$ cat config.mk
export PLATFORM = sky130hd
export DESIGN_NAME = integer_to_ascii_formatter
export DESIGN_NICKNAME = d
export VERILOG_FILES = /design/src/rtl/ita_pkg.sv /design/src/rtl/ita_digit_unit.sv /design/src/rtl/integer_to_ascii_formatter.sv
export SDC_FILE = /design/constraint.sdc
export NUM_CORES = 1
export LEC_CHECK = 0
export ABC_AREA = 1
export BUFFER_PORTS_ARGS = -buffer_cell sky130_fd_sc_hd__buf_2
export CORE_ASPECT_RATIO = 0.7
export CORE_MARGIN = 8
export CORE_UTILIZATION = 62
export DETAILED_ROUTE_END_ITERATION = 16
export PLACE_DENSITY = 0.81
export SETUP_SLACK_MARGIN = 0.02
export SLEW_MARGIN = 40
export SYNTH_ARGS = -nofsm -noshare
export SYNTH_HDL_FRONTEND = slang
export SYNTH_SLANG_ARGS = --single-unit
$ cat constraint.sdc
create_clock -name clk -period 3.9 [get_ports clk]
set_input_delay 0.195 -clock clk [delete_from_list [all_inputs] [get_ports clk]]
set_output_delay 0.195 -clock clk [all_outputs]
set_load 0.01 [all_outputs]
$ cat src/rtl/ita_pkg.sv
// shared types, constants and glyph lookup for the integer to ascii formatter
package ita_pkg;

  localparam int VALUE_BITS_DEF = 32;
  localparam int DIGIT_W        = 4;
  localparam int CHAR_W         = 8;

  localparam logic KIND_DEC = 1'b0;
  localparam logic KIND_HEX = 1'b1;

  localparam logic [CHAR_W-1:0] CHAR_MINUS = 8'h2d;
  localparam logic [CHAR_W-1:0] CHAR_ZERO  = 8'h30;
  localparam logic [CHAR_W-1:0] CHAR_A_LC  = 8'h61;

  typedef struct packed {
    logic start;
    logic hex;
  } ita_ctl_t;

  typedef struct packed {
    logic               busy;
    logic [DIGIT_W-1:0] digit;
  } ita_stat_t;

  // digit value to lower-case ascii
  function automatic logic [CHAR_W-1:0] glyph(input logic [DIGIT_W-1:0] d);
    logic [CHAR_W-1:0] g;
    if (d < DIGIT_W'(10)) begin
      g = CHAR_ZERO + CHAR_W'(d);
    end else begin
      g = CHAR_A_LC + CHAR_W'(d) - CHAR_W'(10);
    end
    return g;
  endfunction

endpackage

$ cat src/rtl/ita_digit_unit.sv
// digit register with a shift-and-add-3 bcd converter, two bits per cycle; hex loads nibbles directly
module ita_digit_unit #(
  parameter int VALUE_BITS = ita_pkg::VALUE_BITS_DEF,
  localparam int NDIG  = ((VALUE_BITS * 30103) / 100000 + 1 > (VALUE_BITS + 3) / 4) ?
                         (VALUE_BITS * 30103) / 100000 + 1 : (VALUE_BITS + 3) / 4,
  localparam int IDX_W = $clog2(NDIG)
) (
  input  logic                  clk,
  input  logic                  rst,
  input  ita_pkg::ita_ctl_t     ctl,
  input  logic [VALUE_BITS-1:0] mag,
  input  logic [IDX_W-1:0]      rd_idx,
  output ita_pkg::ita_stat_t    stat
);
  import ita_pkg::*;

  localparam int PAD_W   = ((VALUE_BITS + 1) / 2) * 2;
  localparam int STEPS   = PAD_W / 2;
  localparam int CNT_W   = $clog2(STEPS + 1);
  localparam int DIGS_W  = NDIG * DIGIT_W;

  logic [DIGIT_W-1:0] digit [NDIG];
  logic [DIGIT_W-1:0] adj0  [NDIG];
  logic [DIGIT_W-1:0] mid   [NDIG];
  logic [DIGIT_W-1:0] adj1  [NDIG];
  logic [DIGIT_W-1:0] nxt   [NDIG];
  logic [PAD_W-1:0]   bin;
  logic [DIGS_W-1:0]  hex_ext;
  logic               busy;
  logic [CNT_W-1:0]   cnt;

  assign hex_ext = DIGS_W'(mag);

  // two dabble steps per cycle, one per incoming bit
  for (genvar g = 0; g < NDIG; g++) begin : g_lane
    assign adj0[g] = (digit[g] >= DIGIT_W'(5)) ? digit[g] + DIGIT_W'(3) : digit[g];
    if (g == 0) begin : g_lo0
      assign mid[g] = {adj0[g][DIGIT_W-2:0], bin[PAD_W-1]};
    end else begin : g_hi0
      assign mid[g] = {adj0[g][DIGIT_W-2:0], adj0[g-1][DIGIT_W-1]};
    end
    assign adj1[g] = (mid[g] >= DIGIT_W'(5)) ? mid[g] + DIGIT_W'(3) : mid[g];
    if (g == 0) begin : g_lo1
      assign nxt[g] = {adj1[g][DIGIT_W-2:0], bin[PAD_W-2]};
    end else begin : g_hi1
      assign nxt[g] = {adj1[g][DIGIT_W-2:0], adj1[g-1][DIGIT_W-1]};
    end
  end

  always_ff @(posedge clk) begin
    if (rst) begin
      busy <= 1'b0;
      cnt  <= '0;
    end else if (ctl.start) begin
      busy <= !ctl.hex;
      cnt  <= CNT_W'(STEPS);
    end else if (busy) begin
      cnt <= cnt - CNT_W'(1);
      if (cnt == CNT_W'(1)) begin
        busy <= 1'b0;
      end
    end
  end

  always_ff @(posedge clk) begin
    if (ctl.start) begin
      bin <= PAD_W'(mag);
      for (int i = 0; i < NDIG; i++) begin
        digit[i] <= ctl.hex ? hex_ext[i*DIGIT_W +: DIGIT_W] : '0;
      end
    end else if (busy) begin
      bin   <= bin << 2;
      digit <= nxt;
    end
  end

  assign stat.busy  = busy;
  assign stat.digit = digit[rd_idx];

endmodule

$ cat src/rtl/integer_to_ascii_formatter.sv
// top level: integer to ascii formatter, signed decimal or lower-case hex
//
//  channel | direction | handshake          | payload
//  --------+-----------+--------------------+------------------------
//  in      | request   | in_valid/in_stall   | kind, value
//  out     | result    | out_valid/out_stall | char_code, last
//
// one request at a time; in_stall is high from accept until the last digit
// is loaded into the output register. decimal: the value runs through the bcd
// converter (two bits per cycle), then the digit slots (NDIG) are walked msd
// first, leading zeros skipped, with a '-' sign sent ahead of the digits.
// hex: the nibbles are loaded directly, then the digit slots (NDIG) are
// walked msd first, leading zeros skipped.
// out_stall only holds the output register and freezes the digit walk.
// synchronous reset clears the sequencer and the output valid.
module integer_to_ascii_formatter #(
  parameter int VALUE_BITS = ita_pkg::VALUE_BITS_DEF
) (
  input  logic                        clk,
  input  logic                        rst,
  input  logic                        in_valid,
  output logic                        in_stall,
  input  logic                        kind,
  input  logic [VALUE_BITS-1:0]       value,
  output logic                        out_valid,
  input  logic                        out_stall,
  output logic [ita_pkg::CHAR_W-1:0]  char_code,
  output logic                        last
);
  import ita_pkg::*;

  localparam int DEC_DIGITS = (VALUE_BITS * 30103) / 100000 + 1;
  localparam int HEX_DIGITS = (VALUE_BITS + 3) / 4;
  localparam int NDIG       = (DEC_DIGITS > HEX_DIGITS) ? DEC_DIGITS : HEX_DIGITS;
  localparam int IDX_W      = $clog2(NDIG);

  // sequencer codes
  localparam logic [1:0] S_IDLE = 2'd0;
  localparam logic [1:0] S_CONV = 2'd1;
  localparam logic [1:0] S_EMIT = 2'd2;

  logic [1:0]            state;
  logic                  sign_pend;   // '-' still to go out
  logic                  started;     // first significant digit seen
  logic [IDX_W-1:0]      idx;         // digit slot being looked at, msd first

  logic                  in_acc;
  logic                  is_neg;
  logic [VALUE_BITS-1:0] mag;
  logic                  out_free;
  logic                  skip;
  logic                  emit_sign;
  logic                  emit_dig;
  ita_ctl_t              ctl;
  ita_stat_t             stat;

  assign in_stall = (state != S_IDLE);
  assign in_acc   = in_valid && !in_stall;

  // two's complement magnitude, wraps for the most negative word
  assign is_neg = (kind == KIND_DEC) && value[VALUE_BITS-1];
  assign mag    = is_neg ? (VALUE_BITS'(0) - value) : value;

  assign ctl.start = in_acc;
  assign ctl.hex   = (kind == KIND_HEX);

  ita_digit_unit #(
    .VALUE_BITS (VALUE_BITS)
  ) u_digit (
    .clk    (clk),
    .rst    (rst),
    .ctl    (ctl),
    .mag    (mag),
    .rd_idx (idx),
    .stat   (stat)
  );

  // output register can take a new character
  assign out_free = !out_valid || !out_stall;

  // leading zeros are dropped, but slot zero always prints
  assign skip      = !started && (stat.digit == '0) && (idx != '0);
  assign emit_sign = (state == S_EMIT) && out_free && sign_pend;
  assign emit_dig  = (state == S_EMIT) && out_free && !sign_pend && !skip;

  always_ff @(posedge clk) begin
    if (rst) begin
      state     <= S_IDLE;
      out_valid <= 1'b0;
      sign_pend <= 1'b0;
      started   <= 1'b0;
      idx       <= '0;
    end else begin
      if (out_valid && !out_stall) begin
        out_valid <= 1'b0;
      end
      if (emit_sign || emit_dig) begin
        out_valid <= 1'b1;
      end
      unique case (state)
        S_IDLE: begin
          if (in_acc) begin
            state     <= S_CONV;
            sign_pend <= is_neg;
            started   <= 1'b0;
            idx       <= IDX_W'(NDIG - 1);
          end
        end
        S_CONV: begin
          if (!stat.busy) begin
            state <= S_EMIT;
          end
        end
        S_EMIT: begin
          if (emit_sign) begin
            sign_pend <= 1'b0;
          end else if (out_free) begin
            if (!skip) begin
              started <= 1'b1;
            end
            idx <= idx - IDX_W'(1);
            if (idx == '0) begin
              state <= S_IDLE;
            end
          end
        end
        default: begin
          state <= S_IDLE;
        end
      endcase
    end
  end

  // character payload, no reset needed
  always_ff @(posedge clk) begin
    if (emit_sign) begin
      char_code <= CHAR_MINUS;
      last      <= 1'b0;
    end else if (emit_dig) begin
      char_code <= glyph(stat.digit);
      last      <= (idx == '0);
    end
  end

  // a request always starts a conversion
  a_accept_conv : assert property (@(posedge clk) disable iff (rst)
    in_acc |=> (state == S_CONV))
    else $error("accepted request did not start conversion");

  // no request may slip in while the converter runs
  a_busy_stall : assert property (@(posedge clk) disable iff (rst)
    stat.busy |-> in_stall)
    else $error("converter busy while input open");

  // the sign goes out as '-' and is never the last character
  a_sign_first : assert property (@(posedge clk) disable iff (rst)
    emit_sign |=> (out_valid && (char_code == CHAR_MINUS) && !last))
    else $error("sign character not loaded");

  // the final digit slot closes the request
  a_last_idle : assert property (@(posedge clk) disable iff (rst)
    (emit_dig && (idx == '0)) |=> (last && out_valid && (state == S_IDLE)))
    else $error("final digit did not end the request");

endmodule

Yosys cells after proc, flatten, opt, wreduce, memory -nomap -nowiden
Cells that the tools add are included.

Input port bits: 37. Output and inout bits: 11. Word-level logic and storage cells: 174. Register bits: 96.

Eq/ne operators: 10. Magnitude comparators: 22. Bitwise gates (word level): 2. Add/sub/neg operators: 26. Reduce and logical (&&, ||, !) cells: 31. Muxes and demuxes: 62.

Operators by type and width (number): $mux 4 (31); $mux 32 (3); $ge 4x3->1 const B (20); $mux 40 (2); $add 4x2->4 const B (18); $sub 1x32->32 const A (1); $bmux 4 s4 (1); $ne 2x2->1 const B (6); $mux 1 (11); $mux 2 (5); $mux 5 (2); $reduce_and 5->1 (2); $logic_and 1x1->1 (9); $add 7x4->8 const A (1); $logic_not 4->1 (2); $mux 8 (1); $pmux 4 s2 (1); $reduce_bool 2->1 (4); $sub 8x4->8 const B (1); $add 6x4->7 const A (1); $logic_not 1->1 (7); $add 3x2->3 const B (2); $mux 3 (2); $pmux 2 s3 (1); other kinds (17) (19).

Longest topological paths before layout
Gate-level depths: netlist (run 1).

Word-level depth: 11. Gate-level depth with buffers: 18. Mapped depth without buffers: 16.

Modules after synthesis
A second synthesis (run 1) with hierarchy kept.

Cell total of the unflattened synthesis: 1087. Area, all modules: 7439.6 um^2.

By module, submodules not included: ita_digit_unit (instances 1, cells an instance 760, sequential area each 2202.1 um^2, area each 5559.1 um^2); integer_to_ascii_formatter (instances 1, cells an instance 327, sequential area each 340.3 um^2, area each 1880.6 um^2).

Worst setup path after synthesis (run 1)
Ideal clock, no wire load.

Path type: register -> register. Start point: register state[0]. End point: register u_digit.bin[0], enable pin. Stages on the path, launching flop included: 7. Data arrival time: 2.379 ns. Slack: 1.093 ns. Clock period less this slack: 2.807 ns. Setup time: 0.428 ns. Cells stage by stage: dfxtp_1 nor2_2 inv_2 nor2_8 inv_2 buf_2 nand2_1.

Longest elaborated chain between the ends: 4.

Ends and longest elaborated chain: start, declared (line integer_to_ascii_formatter.sv:42) `logic [1:0] state;`; start signal, assigned (line integer_to_ascii_formatter.sv:88) `state <= S_IDLE;`; start signal, assigned (line integer_to_ascii_formatter.sv:103) `state <= S_CONV;`; start signal, assigned (line integer_to_ascii_formatter.sv:111) `state <= S_EMIT;`; $reduce_bool 2->1 (line integer_to_ascii_formatter.sv:57) `assign in_stall = (state != S_IDLE);`; named net in_stall (line integer_to_ascii_formatter.sv:22) `output logic in_stall,`; $logic_not 1->1 (line integer_to_ascii_formatter.sv:58) `assign in_acc = in_valid && !in_stall;`; $logic_and 1x1->1 (line integer_to_ascii_formatter.sv:58); $reduce_bool 2->1 (no line); end signal, assigned (line ita_digit_unit.sv:67) `bin <= PAD_W'(mag);`; end signal, assigned (line ita_digit_unit.sv:72) `bin <= bin << 2;`; end, declared (line ita_digit_unit.sv:27) `logic [PAD_W-1:0] bin;`.

The timed path passes the listed nets, and every way through them passes these cells. A chain may end at the register's enable or synchronous reset.

Worst setup path in the final report (run 1)
Start point: register idx[1]. End point: register char_code[4] (netlist bit).

Longest elaborated chain between the ends: 9.

Ends and longest elaborated chain: start, declared (line integer_to_ascii_formatter.sv:45) `logic [IDX_W-1:0] idx;`; start signal, assigned (line integer_to_ascii_formatter.sv:106) `idx <= IDX_W'(NDIG - 1);`; start signal, assigned (line integer_to_ascii_formatter.sv:121) `idx <= idx - IDX_W'(1);`; branches (longest 9 deep; another with $add 7x4->8); end signal, assigned (line integer_to_ascii_formatter.sv:140) `char_code <= glyph(stat.digit);`; end, declared (line integer_to_ascii_formatter.sv:27) `output logic [ita_pkg::CHAR_W-1:0] char_code,`.

Several ways; the timed one is not identified. The select of a mux whose other input is x is not followed.

==> qor.csv, run 1 <==
metric;value;unit
status;complete, no violations;
synthMuxAreaShare;0;
relSlewSlack;0.607;
cts_buffers;9;
fin_tns_setup;0;ns
n_antenna_cell;0;
drcViolationCount;0;
p_per_area;498;nW/µm²
rsz0062_at_grt;no;
critPathRequiredTime;4.15;ns
maxCapViolCount;0;
synth_top_family_by_area;simple AND/OR/NAND/NOR gates;
worstPathArrival;2.77;ns
crit_path_start_kind;flop;
crit_top_cell;nand2_1;
die_x;146;µm
drt_first_pass_iters;9;
tightest_slew;0.589;ns
max_stage_delay;0.65;ns
yosysTopAreaCell;edfxtp_1;
place_area;7710;µm²
setup_viol;0;
layout_min_cycle_time;2.52;ns
ys_top_cells_by_area;edfxtp_1 26%, nand2_1 12%, dfxtp_1 8.4%;
mostFrequentLayoutCell;nand2_1;
ys_warn_count;0;
cts_tree;done;
path_max_fanout;11;
drive_above_1_share;0.159;
synthCells;1013;
yosys.area_share.simple;0.317;
crit_slowest_cell;dfxtp_1;
wl_per_cell;16.0;µm
crit_path_end_kind;flop;
syn2layout_area_growth;9.09;%
final_cell_mix;240 x nand2_1, 134 x inv_1, 82 x nand3_1;
first_iter_violations;756;
fin_area;8030;µm²
synth_xor_area_frac;0.0500;
clock_path_buffers;2;
vias;6995;
synth_top_area_share;0.261;
crit_chain;inv_2 -> a21oi_1 -> o21ai_0 -> nand3_1 -> nand3_1 -> nand2_1 -> inv_1 -> ha_1 -> nand2_1 -> nor2_1 -> nand3_4 -> nor2_4 -> nor2_4 -> nand2_1 -> nor2_2 -> nor2_2;
synth_area;7360;µm²
ios;48;
drt-total-wl;19400;µm
clk_latency;0.35;ns
hold_viol;0;
dpl.cell_count;1199;
grt_pass1_vias;6456;
postCtsSetupBuffers;0;
yosys.area_share.adder;0.0629;
clk_pin_slew_worst_paths;0.07;ns
vias_per_cell;5.76;
crit_type;reg -> reg;
grt_max_degree;50;
p_leak;3.66;nW
yosysUniqueCellTypes;48;
seq_area_frac_synth;0.345;
dp_hpwl;14600;µm
grt_pass1_wl;31600;µm
postRouteAntennaNets;0;
root_buffer;clkbuf_16;
grt.overflow.total;0;
synth_area_per_cell;7.27;µm²
cts.htree.levels;3;
cts_sinks;95;
final_nets;1127;
instances_no_fill;1215;
fin_skew;0.00704;ns
cts.repair.resized;0;
ys_seq_elements;95;
fp.dieArea;15700;µm²
clock.fmax;397;MHz
place.port_buffers;46;
ctsHoldBuffers;0;
ir_drop;370;µV
rows;33;
fin_crit_sh;0.646;
start_util;0.632;
fp.dieH;107;µm
antenna_found_initial;0;
holdCritPathClass;in -> reg;
place.gp.congestion;0.910;
core_area;11600;µm²
synth_compound_area_frac;0.129;
slew_viol_final;0;
syn_nets;1087;
grtUsageTotal;0.246;
-- layer usage --
metal  up-vias  routed length (µm)  GRT usage
met5         -                   0          0
met4         0                 237     0.0637
met3        30                2130     0.0555
met2       349                8310      0.374
met1      3209                8770      0.348
li1       3407                   -          -
-- stage by stage --
| stage | power, W | setup WS [ns] | hold slack (ns) | util |
|---|---|---|---|---|
| after floorplan | 0.00263 | 1.09 | 0.264 | - |
| after global placement | 0.00296 | 1.30 | 0.420 | 0.662 |
| after detailed placement | 0.00301 | 1.45 | 0.433 | 0.662 |
| after CTS | 0.00399 | 1.39 | 0.111 | 0.690 |
| after global routing | 0.00427 | 1.13 | 0.124 | 0.690 |
| final | 0.00400 | 1.38 | 0.110 | 0.690 |
-- synthesized netlist by cell type (all sizes together) --
cell type    n
o221ai       1
and3         1
edfxtp      64
inv        151
nand2      256
dfxtp       31
a22oi        1
a41oi        1
a21oi       47
o21ai       93
xor2        34
buf         17
o211ai       3
o22ai       10
ha          37
xnor2        2
a22o         1
o31ai        3
conb         1
clkbuf       6
or2         18
o21a         2
nand3       94
nor2        97
nand3b       1
nor3        13
nand4       18
a31oi       10
-- final timing paths --
path                start           end  slack (ns)  cells past startpoint
max                idx[1]  char_code[4]        1.38                     16
min                   rst        idx[1]        0.11                      2
max reg2reg        idx[1]  char_code[4]        1.38                     16
min reg2reg  char_code[5]  char_code[5]        0.44                      2
-- final cells by class --
type / count / area, µm²
Clock buffer: 9 / 225
Clock inverter: 7 / 97.6
Fill cell: 953 / 3610
Inverter: 151 / 572
Multi-Input combinational cell: 744 / 4120
Sequential cell: 95 / 2540
Tap cell: 157 / 196
Timing Repair Buffer: 52 / 275
-- where the power goes --
group | switching (W) | internal (W)
Sequential | 0.000127 | 0.00130
Clock | 0.000406 | 0.000563
Combinational | 0.00106 | 0.000545
Total | 0.00159 | 0.00241
-- registers in the layout, indices dropped and copies added (netlist names), 2 cells and up --
signal,count
idx,4
u_digit.bin,32
u_digit.digit,40
u_digit.cnt,5
state,2
char_code,7
-- critical path, delay by kind of cell, from the launching register on --
kind	cells	cell delay [ns]
flip-flops	1	0.65
adder cells (fa/ha/maj)	1	0.19
AND/OR/NAND/NOR	11	0.95
buffers and inverters	2	0.29
AO/OA/AOI/OAI	2	0.31
-- cells by family (layout without fill, tap and decap cells) --
logic type / count (synthesis) / count (layout)
fa+ha+maj: 37 / 37
buf+inv: 174 / 219
xor+xnor: 36 / 36
simple gates: 498 / 498
compound gates: 172 / 172
flops: 95 / 95
other cells: 1 / 1
No activity file was read; power rests on OpenSTA's default activity.
==> run 2, diff against run 1 <==
- CORE_UTILIZATION: 62 -> 56
- PLACE_DENSITY: 0.81 -> 0.77
- clock period: 3.9 -> 2.3 ns (I/O delays scaled with it)
==> run 2 against run 1 <==
Compared with the run above: fmax increased by 18%; hold slack got worse by 0.070 ns; sequential share of layout area decreased by 0.96 points; count of clock-buffer cells in the layout increased by 1; combinational power increased by 81%; global-route usage decreased by 2.6 points; power increased by 67%; sequential cell count unchanged; wire length decreased by 1.4%; non-clock buffer count increased by 22; die area increased by 9.3%; utilization decreased by 5.1 points.
==> qor.csv, run 2 (same netlist as run 1, synthesis figures left out) <==
metric;value;unit
crit_type;reg -> reg;
worstPathArrival;2.23;ns
postRouteAntennaNets;0;
vias;6890;
critPathLaunch;u_digit.digit[28];
relSlewSlack;0.632;
final_nets;1149;
rows;35;
dpl.cell_count;1221;
drive_above_1_share;0.200;
crit_path_end_kind;flop;
wl_per_cell;15.4;µm
root_buffer;clkbuf_16;
p_leak;3.79;nW
regToRegSetupSlack;0.16;ns
ctsHoldBuffers;0;
hp-start;rst;
die_x;153;µm
grtUsageTotal;0.220;
grt.overflow.total;0;
met1_usage;0.323;
grtUsageMet2;0.325;
slew_viol_final;0;
setup_viol;0;
n_antenna_cell;0;
start_util;0.566;
place.port_buffers;46;
tightest_slew;0.548;ns
ios;48;
grt_pass1_wl;30800;µm
first_iter_violations;687;
drt_first_pass_iters;5;
instances_no_fill;1246;
syn2layout_area_growth;12.8;%
clock_path_buffers;2;
cts_tree;done;
final_cell_mix;235 x nand2_1, 126 x inv_1, 78 x nand3_1;
clock.fmax;468;MHz
vias_per_cell;5.53;
p_per_area;807;nW/µm²
clk_pin_slew_worst_paths;0.07;ns
antenna_found_initial;0;
core_area;13000;µm²
fin_skew;0.00571;ns
mostFrequentLayoutCell;nand2_1;
fp.dieH;112;µm
path_max_fanout;4;
cts_sinks;95;
holdCritPathClass;in -> reg;
largest_register_ffs;40;
ir_drop;463;µV
critPathRequiredTime;2.39;ns
crit_path_start_kind;flop;
maxCapViolCount;0;
clk_latency;0.35;ns
fp.dieArea;17100;µm²
use_met3;0.0395;
rsz0062_at_grt;yes;
hold_viol;0;
status;complete, no violations;
grt_pass1_vias;6161;
reg_top3;u_digit.digit: 40 flops, u_digit.bin: 32 flops, char_code: 7 flops;
dp_hpwl;14500;µm
cts.htree.levels;3;
grt_max_degree;39;
fin_crit_sh;0.929;
drcViolationCount;0;
power.total;0.00670;W
layout_min_cycle_time;2.14;ns
place.gp.congestion;0.959;
worstReg2RegStart;u_digit.digit[28];
regMostFlops;u_digit.digit;
drt-total-wl;19200;µm
cts_buffers;9;
grt_busiest_layer;met2;
[run 2: changes by cell type in the layout (fill, tap and decap cells not counted), sizes merged]
cell    before  now
buf         52   73
bufinv       2    0
clkbuf       9   11
inv        151  152
[run 2: final timing paths]
path | depth (start not counted) | endpoint
setup / recovery | 13 | u_digit.digit[25]
setup reg to reg | 13 | u_digit.digit[25]
hold reg to reg | 2 | char_code[5]
hold / removal | 2 | idx[1]
[run 2: layout make-up]
cell class                 instances  area [µm²]
tap                              166         208
clock buffer                      10         229
clock inverter                     6        36.3
sequential                        95        2550
fill                            1143        4700
timing repair buffer              74         487
multi-input combinational        744        4220
inverter                         151         577
[run 2: repair_timing]
item	CTS	global route
resized for setup	0	44
endpoints found under the setup margin	0	27
buffers inserted	0	8
[run 2: stage by stage]
step | instance area [µm²] | setup slack [ns] | hold slack [ns] | setup TNS, ns | util
floorplan | 7370 | 0.162 | 0.184 | 0 | -
detailed placement | 7840 | 0.0945 | 0.406 | 0 | 0.603
CTS | 8110 | 0.0760 | 0.0400 | 0 | 0.623
global placement | 7840 | 0.165 | 0.411 | 0 | 0.603
global route | 8310 | -0.0231 | 0.0428 | -0.0335 | 0.639
finish | 8310 | 0.163 | 0.0405 | 0 | 0.639
[run 2: per-layer routing]
layer / up-vias / share of wire
li1: 3452 / -
met1: 3134 / 0.47
met2: 285 / 0.43
met3: 19 / 0.088
met4: 0 / 0.013
met5: - / 0
[run 2: critical path, cell delays in order, from the launching register on]
cell	delay, ns
edfxtp_1	0.47
inv_2	0.09
ha_1	0.22
nor2_2	0.18
nor2_4	0.07
inv_1	0.10
nand2_1	0.10
inv_1	0.09
ha_1	0.14
nand2_1	0.09
nand3_1	0.13
nand2_1	0.07
nand3_1	0.07
o21ai_0	0.07
[run 2: where the power goes]
group          total (W)  switching [W]  internal (W)
registers        0.00239       0.000188       0.00221
clock network    0.00140       0.000673      0.000729
logic            0.00291        0.00187       0.00103
